File: src/rtl/itsm_pkg.sv
// itsm_pkg: shared types and codes for the interval timer counter core
// no dependencies; used by interval_timer_six_modes_core

package itsm_pkg;

  // item kind carried on func
  typedef enum logic {
    FUNC_PULSE = 1'b0,
    FUNC_LOAD  = 1'b1
  } func_e;

  // counting modes, six and seven hold the output
  typedef enum logic [2:0] {
    MODE_INT_ON_TC    = 3'd0,
    MODE_ONE_SHOT     = 3'd1,
    MODE_RATE_GEN     = 3'd2,
    MODE_SQUARE_WAVE  = 3'd3,
    MODE_SW_STROBE    = 3'd4,
    MODE_HW_STROBE    = 3'd5,
    MODE_HOLD_6       = 3'd6,
    MODE_HOLD_7       = 3'd7
  } mode_e;

  // pulse phase saturates at two
  localparam int unsigned PhaseW = 2;
  typedef logic [PhaseW-1:0] phase_t;
  localparam phase_t PHASE_IDLE  = 2'd0;
  localparam phase_t PHASE_FIRST = 2'd1;
  localparam phase_t PHASE_SAT   = 2'd2;

endpackage

File: src/rtl/interval_timer_six_modes_core.sv
// interval_timer_six_modes_core: one counter of an 8253-style interval timer
// depends on itsm_pkg for mode, item kind and pulse phase codes

// Each input word is either a load (mode, LSB-only flag, 8-bit count) or one
// clock pulse carrying the sampled gate level; every word returns the output
// level and the signed count, which holds at -1 once it passes terminal.
// The counter state is updated by a single pass of combinational logic at
// acceptance and the result lands in an output register, so a new word is
// accepted in every cycle while the result side keeps taking words. The
// result register only throttles input when a held result is not taken.
// Pulses change nothing unless the last load set LSB-only.

module interval_timer_six_modes_core #(
  parameter int unsigned COUNT_WIDTH = 8
) (
  input  logic                        clk_i,
  input  logic                        rst_ni,
  input  logic                        in_valid_i,
  output logic                        in_ready_o,
  input  logic                        func_i,
  input  logic                        gate_i,
  input  logic [2:0]                  load_mode_i,
  input  logic                        load_lsb_only_i,
  input  logic [7:0]                  load_count_i,
  output logic                        out_valid_o,
  input  logic                        out_ready_i,
  output logic                        out_level_o,
  output logic signed [COUNT_WIDTH:0] count_value_o
);

  typedef logic signed [COUNT_WIDTH:0] cnt_t;
  localparam cnt_t CntNegOne = '1;
  localparam cnt_t CntZero   = '0;
  localparam cnt_t CntOne    = cnt_t'(1);

  // counter state
  cnt_t                     count_q, count_d;
  logic [COUNT_WIDTH-1:0]   reload_q, reload_d;
  itsm_pkg::mode_e          mode_q, mode_d;
  logic                     lsb_only_q, lsb_only_d;
  itsm_pkg::phase_t         phase_q, phase_d;
  logic                     term_q, term_d;
  logic                     out_q, out_d;

  // result register
  logic                     res_valid_q;
  logic                     res_level_q;
  cnt_t                     res_count_q;

  logic                     accept;
  cnt_t                     rl;
  cnt_t                     rl_half;

  assign in_ready_o = !res_valid_q || out_ready_i;
  assign accept     = in_valid_i && in_ready_o;

  assign rl      = $signed({1'b0, reload_q});
  assign rl_half = $signed({2'b00, reload_q[COUNT_WIDTH-1:1]});

  function automatic cnt_t dec_sat(input cnt_t c);
    if (c != CntNegOne) begin
      return c - CntOne;
    end
    return c;
  endfunction

  function automatic itsm_pkg::phase_t phase_inc(input itsm_pkg::phase_t p);
    if (p != itsm_pkg::PHASE_SAT) begin
      return p + itsm_pkg::phase_t'(1);
    end
    return p;
  endfunction

  always_comb begin
    count_d    = count_q;
    reload_d   = reload_q;
    mode_d     = mode_q;
    lsb_only_d = lsb_only_q;
    phase_d    = phase_q;
    term_d     = term_q;
    out_d      = out_q;

    if (itsm_pkg::func_e'(func_i) == itsm_pkg::FUNC_LOAD) begin
      reload_d   = COUNT_WIDTH'(load_count_i);
      count_d    = $signed({1'b0, COUNT_WIDTH'(load_count_i)});
      mode_d     = itsm_pkg::mode_e'(load_mode_i);
      lsb_only_d = load_lsb_only_i;
      term_d     = 1'b0;
      if (itsm_pkg::mode_e'(load_mode_i) == itsm_pkg::MODE_ONE_SHOT) begin
        out_d = 1'b1;
      end
    end else if (lsb_only_q) begin
      case (mode_q)
        itsm_pkg::MODE_INT_ON_TC: begin
          phase_d = phase_inc(phase_d);
          if (term_d) begin
            out_d = 1'b1;
          end else if (gate_i) begin
            if (count_d == CntZero) begin
              term_d = 1'b1;
              out_d  = 1'b1;
            end else begin
              if (phase_d != itsm_pkg::PHASE_FIRST) begin
                count_d = dec_sat(count_d);
              end
              out_d = 1'b0;
            end
          end else begin
            phase_d = itsm_pkg::PHASE_IDLE;
            out_d   = 1'b0;
          end
        end
        itsm_pkg::MODE_ONE_SHOT: begin
          if (!gate_i) begin
            phase_d = itsm_pkg::PHASE_IDLE;
            count_d = rl;
            out_d   = 1'b1;
          end
          if (phase_d == itsm_pkg::PHASE_IDLE && !gate_i) begin
            out_d   = 1'b1;
            phase_d = itsm_pkg::PHASE_FIRST;
          end
          if (phase_d == itsm_pkg::PHASE_FIRST) begin
            if (gate_i) begin
              out_d   = 1'b0;
              count_d = dec_sat(count_d);
              phase_d = phase_inc(phase_d);
            end
          end else if (gate_i) begin
            if (count_d == CntZero) begin
              out_d = 1'b1;
            end else if (count_d < rl && count_d > CntZero) begin
              count_d = dec_sat(count_d);
              out_d   = 1'b0;
            end else begin
              out_d = 1'b1;
            end
            phase_d = phase_inc(phase_d);
          end
        end
        itsm_pkg::MODE_RATE_GEN: begin
          phase_d = phase_inc(phase_d);
          if (gate_i) begin
            if (count_d != CntOne) begin
              if (phase_d != itsm_pkg::PHASE_FIRST) begin
                count_d = dec_sat(count_d);
              end
              out_d = 1'b1;
            end else begin
              out_d   = 1'b0;
              count_d = rl;
            end
          end else begin
            count_d = rl;
          end
        end
        itsm_pkg::MODE_SQUARE_WAVE: begin
          if (!gate_i) begin
            phase_d = itsm_pkg::PHASE_IDLE;
            count_d = rl;
          end
          if (phase_d == itsm_pkg::PHASE_IDLE) begin
            out_d = 1'b1;
            if (gate_i) begin
              phase_d = phase_inc(phase_d);
            end
          end else if (count_d == CntOne) begin
            out_d   = 1'b0;
            count_d = rl;
            phase_d = phase_inc(phase_d);
          end else begin
            out_d   = (count_d > rl_half);
            count_d = dec_sat(count_d);
            phase_d = phase_inc(phase_d);
          end
        end
        itsm_pkg::MODE_SW_STROBE: begin
          phase_d = phase_inc(phase_d);
          if (count_d != CntZero) begin
            if (gate_i && phase_d != itsm_pkg::PHASE_FIRST) begin
              count_d = dec_sat(count_d);
            end
            out_d = 1'b1;
          end else begin
            out_d   = 1'b0;
            count_d = dec_sat(count_d);
          end
        end
        itsm_pkg::MODE_HW_STROBE: begin
          if (!gate_i) begin
            phase_d = itsm_pkg::PHASE_IDLE;
            count_d = rl;
          end
          if (phase_d == itsm_pkg::PHASE_IDLE) begin
            if (!gate_i) begin
              out_d   = 1'b1;
              phase_d = itsm_pkg::PHASE_FIRST;
            end
          end else if (phase_d == itsm_pkg::PHASE_FIRST) begin
            if (gate_i) begin
              count_d = dec_sat(count_d);
              phase_d = phase_inc(phase_d);
            end
            out_d = 1'b1;
          end else if (gate_i) begin
            if (count_d == CntZero) begin
              out_d   = 1'b0;
              count_d = dec_sat(count_d);
            end else if (count_d < rl && count_d > CntZero) begin
              count_d = dec_sat(count_d);
              out_d   = 1'b1;
            end else begin
              out_d = 1'b1;
            end
            phase_d = phase_inc(phase_d);
          end
        end
        default: begin
          // hold modes: nothing moves
        end
      endcase
    end
  end

  always_ff @(posedge clk_i or negedge rst_ni) begin
    if (!rst_ni) begin
      count_q    <= CntZero;
      reload_q   <= '0;
      mode_q     <= itsm_pkg::MODE_INT_ON_TC;
      lsb_only_q <= 1'b0;
      phase_q    <= itsm_pkg::PHASE_IDLE;
      term_q     <= 1'b0;
      out_q      <= 1'b0;
    end else if (accept) begin
      count_q    <= count_d;
      reload_q   <= reload_d;
      mode_q     <= mode_d;
      lsb_only_q <= lsb_only_d;
      phase_q    <= phase_d;
      term_q     <= term_d;
      out_q      <= out_d;
    end
  end

  always_ff @(posedge clk_i or negedge rst_ni) begin
    if (!rst_ni) begin
      res_valid_q <= 1'b0;
    end else if (accept) begin
      res_valid_q <= 1'b1;
    end else if (out_ready_i) begin
      res_valid_q <= 1'b0;
    end
  end

  // result word payload
  always_ff @(posedge clk_i) begin
    if (accept) begin
      res_level_q <= out_d;
      res_count_q <= count_d;
    end
  end

  assign out_valid_o   = res_valid_q;
  assign out_level_o   = res_level_q;
  assign count_value_o = res_count_q;

endmodule
File: config.mk
export PLATFORM = sky130hd
export DESIGN_NAME = interval_timer_six_modes_core
export DESIGN_NICKNAME = d
export VERILOG_FILES = /design/src/rtl/itsm_pkg.sv /design/src/rtl/interval_timer_six_modes_core.sv
export SDC_FILE = /design/constraint.sdc
export NUM_CORES = 1
export LEC_CHECK = 0
export BUFFER_PORTS_ARGS = -buffer_cell sky130_fd_sc_hd__clkbuf_2
export CELL_PAD_IN_SITES_DETAIL_PLACEMENT = 0
export CELL_PAD_IN_SITES_GLOBAL_PLACEMENT = 1
export CORE_MARGIN = 2
export CORE_UTILIZATION = 50
export CTS_CLUSTER_DIAMETER = 100
export CTS_CLUSTER_SIZE = 40
export DETAILED_ROUTE_END_ITERATION = 10
export GPL_TIMING_DRIVEN = 0
export HOLD_SLACK_MARGIN = 0.02
export PLACE_DENSITY = 0.95
export RECOVER_POWER = 50
export SLEW_MARGIN = 20
export SYNTH_ARGS = -nofsm -noshare
export SYNTH_HDL_FRONTEND = slang
export SYNTH_SLANG_ARGS = --single-unit
File: constraint.sdc
create_clock -name clk_i -period 8.95 [get_ports clk_i]
set_input_delay 1.79 -clock clk_i [delete_from_list [all_inputs] [get_ports clk_i]]
set_output_delay 1.79 -clock clk_i [all_outputs]
set_load 0.05 [all_outputs]
==> impl_metrics.csv <==
group,metric,value,unit
min_path,hp-class,"reg2reg",
logic_synthesis,synth_cells,644,
global_route,grt_max_degree,27,
pwr,p_seq_share,21.4,%
floorplanning,dieArea,0.0105,mm^2
sta,max_slew_margin,0.722,%
setup_path,startpoint,"gate_i",
sta,setup_viol,0,
floorplanning,die_height,103,um
sta,holdWs,558,ps
setup_path,max_stage_delay,520,ps
finish,layout.nets,724,
pwr,p_int,0.511,mW
global_route,grt-busiest-layer,"met2",
sta,rsz0062_at_grt,"false",
setup_path,path_class,"in2reg",
sta,worst_pin_slew,1490,ps
pwr,leakage,1.94,nW
logic_synthesis,ys_top_cells_by_count,"65 x nand2_1, 55 x o21ai_0, 48 x a21oi_1",
global_route,antenna_found_initial,0,
clocking,cts_setup_buffers,0,
clocking,ctsHoldBuffers,0,
sta,fmax,136,MHz
placed_design,placed_cell_area,0.00517,mm^2
setup_path,critPathBufInv,11,
setup_path,end_kind,"flip-flop",
global_route,grtUsageTotal,39.6,%
setup_path,arrival,7400,ps
setup_path,worstRegToRegCells,13,
sta,hold_viol,0,
min_path,min_from,"out_valid_o",
finish,diodes,0,
logic_synthesis,ys.flop_type,"dfrtp_1",
sta,setup_tns,0,ps
placed_design,place_hpwl,15.7,mm
pwr,vdd_ir_drop_max,0.000114,V
pwr,power_switching_share,56.4,%
clocking,cts_tree,"done",
logic_synthesis,syn_area_per_cell,7.55,um^2
global_route,first_global_vias,5233,
setup_path,crit_family,"buffers and inverters",
global_route,grt_pass1_wl,31.0,mm
global_route,grt_overflow_total,0,
route,wl_per_cell,25.5,um
route,drc,0,
clocking,clk_path_buf_depth,2,
route,wl,20.6,mm
clocking,htreeDepth,2,
global_route,use_met2,59.9,%
status,failed_checks,"max-capacitance violations",
logic_synthesis,synthMostInstantiatedCell,"nand2_1",
logic_synthesis,synth_cell_types,81,
clocking,cts_root_buffer,"clkbuf_8",
clocking,cts-resized-gates,0,
finish,syn_to_final_growth,7.67,%
route,drt_first_pass_iters,6,
floorplanning,initial_utilization,52.1,%
setup_path,cp_cell_sequence,"clkbuf_2, buf_4, buf_4, buf_4, buf_2, buf_1, buf_1, nand2_1, ha_1, buf_2, clkbuf_1, clkbuf_1, nand2b_1, nand2_1, ha_1, buf_1, nand2b_1, o31ai_1, a21oi_1, o21ai_0, or3_1, a221oi_2, o21ai_1",
logic_synthesis,syn_area,0.00486,mm^2
setup_path,reg2reg_to,"count_q[3]",
logic_synthesis,synth_top_area_share,13.4,%
floorplanning,die_w,103,um
logic_synthesis,synthArstFlopShare,72.2,%
finish,finalInstanceArea,0.00523,mm^2
sta,period_minus_slack,7370,ps
setup_path,cp.depth,23,
placed_design,gp_congestion,1.04,
floorplanning,core.rowCount,35,
status,status,"finished, violations left",
logic_synthesis,yosys-top-cells-area,"dfrtp_1 13%, ha_1 6.9%, edfxtp_1 6.2%",
logic_synthesis,synth-seq-cells,36,
min_path,min_to,"out_valid_o",
pwr,switchingPower,0.661,mW
sta,finClkSkew,9.33,ps
clocking,clk_pin_slew,80,ps
route,viasPerCell,7.17,
route,drt.antenna.violating_nets,0,
clocking,insertion_delay,290,ps
setup_path,reg2reg_from,"count_q[6]",
sta,period_share,82.3,%
setup_path,ff2ff_setup_slack,3990,ps
pwr,combPwrFrac,68.6,%
sta,drv_slew,0,
job,drv_cap,1,
global_route,grt_util_met3,5.69,%
logic_synthesis,synth_top_area_cell,"dfrtp_1",
logic_synthesis,yosysSeqAreaShare,19.6,%
placed_design,port_buffers,28,
pwr,p_per_area,224,mW/mm^2
clocking,clkSinkCount,36,
min_path,holdPathStages,2,
setup_path,required,8980,ps
setup_path,start_kind,"primary input",
finish,layout-drive-gt1-share,9.71,%
floorplanning,core,0.00933,mm^2
logic_synthesis,yosys_warnings,0,
global_route,grtUsageMet1,56.0,%
route,drtIter0Drc,864,
setup_path,crit_path_max_fanout,10,
logic_synthesis,synth_nets,689,
logic_synthesis,synth_edf_count,10,
setup_path,slowest_stage,"clkbuf_1",
route,via_count,5801,
pwr,power_frac_clock,10.0,%
clocking,numCtsBuffers,5,
floorplanning,ioPinCount,30,
==> worst reg2reg max path, delay by kind of cell, from the launching register on <==
| kind | cells | cell delay [ps] |
|---|---|---|
| mux | 2 | 490 |
| compound gates | 7 | 2460 |
| simple gates | 1 | 100 |
| fa+ha+maj | 1 | 370 |
| flops | 1 | 400 |
| buf+inv | 2 | 1030 |
==> worst max path at each step <==
stage                  endpoint  slack, ps
6_report       count_value_o[5]       1580
5_1_grt        count_value_o[5]       1520
4_1_cts        count_value_o[5]       1900
3_5_place_dp   count_value_o[5]       1590
3_3_place_gp   count_value_o[5]       1600
2_1_floorplan  count_value_o[7]       3220
==> logic make-up after synthesis <==
| kind of cell | count (synthesis) | share of synthesized area (%) |
|---|---|---|
| buf+inv | 76 | 6.54 |
| mux | 26 | 5.71 |
| compound gates | 222 | 31.1 |
| fa+ha+maj | 27 | 6.95 |
| simple gates | 235 | 26.1 |
| flops | 36 | 19.6 |
| xor+xnor | 22 | 3.96 |
==> layer usage <==
metal  vias up  wire [um]
li1       2522          -
met1      2739       8360
met2       457       8760
met3        83       2390
met4         0       1110
met5         -          0
==> state kept, by name, indices dropped and copies added (netlist names) <==
register / cells
reload_q: 8
out_level_o: 1
out_q: 1
count_value_o: 9
out_valid_o: 1
term_q: 1
lsb_only_q: 1
phase_q: 2
mode_q: 3
count_q: 9
==> layout make-up <==
class | count | area [um^2]
timing repair buffer | 28 | 125
clock inverter | 1 | 5.00
tap | 129 | 161
fill | 928 | 4090
sequential | 36 | 951
multi-input combinational | 532 | 3600
inverter | 25 | 93.8
clock buffer | 7 | 76.3
buffer | 51 | 224
==> stage by stage <==
stage | setup WS (ps) | cells | power (mW) | utilization, %
detailed placement | 1590 | 801 | 1.01 | 55.4
CTS | 1900 | 809 | 1.13 | 56.3
global placement | 1600 | 801 | 1.01 | 55.3
global route | 1520 | 809 | 1.23 | 56.1
finish | 1580 | 809 | 1.17 | 56.1
floorplan | 3220 | 644 | 0.772 | -
==> cell usage in the layout, fill, tap and decap left out, types with 8 or more instances in the layout <==
| cell | netlist | routed |
|---|---|---|
| edfxtp_1 | 10 | 10 |
| xnor2_1 | 14 | 14 |
| nor2_1 | 43 | 43 |
| buf_2 | 8 | 8 |
| a31oi_1 | 10 | 10 |
| a21oi_1 | 48 | 48 |
| clkbuf_2 | 0 | 16 |
| nor4_1 | 9 | 9 |
| mux2i_1 | 12 | 12 |
| nand4_1 | 13 | 13 |
| inv_1 | 25 | 25 |
| o21ai_0 | 55 | 55 |
| o211ai_1 | 10 | 10 |
| clkbuf_1 | 31 | 46 |
| nand2_1 | 65 | 65 |
| nand2b_1 | 13 | 13 |
| nand3_1 | 14 | 14 |
| dfrtp_1 | 26 | 26 |
| or3_1 | 9 | 9 |
| ha_1 | 27 | 27 |
| xor2_1 | 8 | 8 |
| nor3_1 | 18 | 18 |
| mux2_2 | 14 | 14 |
| a211oi_1 | 12 | 12 |
==> power groups by stage <==
stage | registers, mW | clock network (mW) | logic, mW
final | 0.251 | 0.118 | 0.803
after global routing | 0.254 | 0.124 | 0.850
after global placement | 0.250 | 0 | 0.757
after floorplan | 0.252 | 0 | 0.519
after detailed placement | 0.251 | 0 | 0.763
after CTS | 0.248 | 0.118 | 0.767
Power figures use the tool's default switching activity.
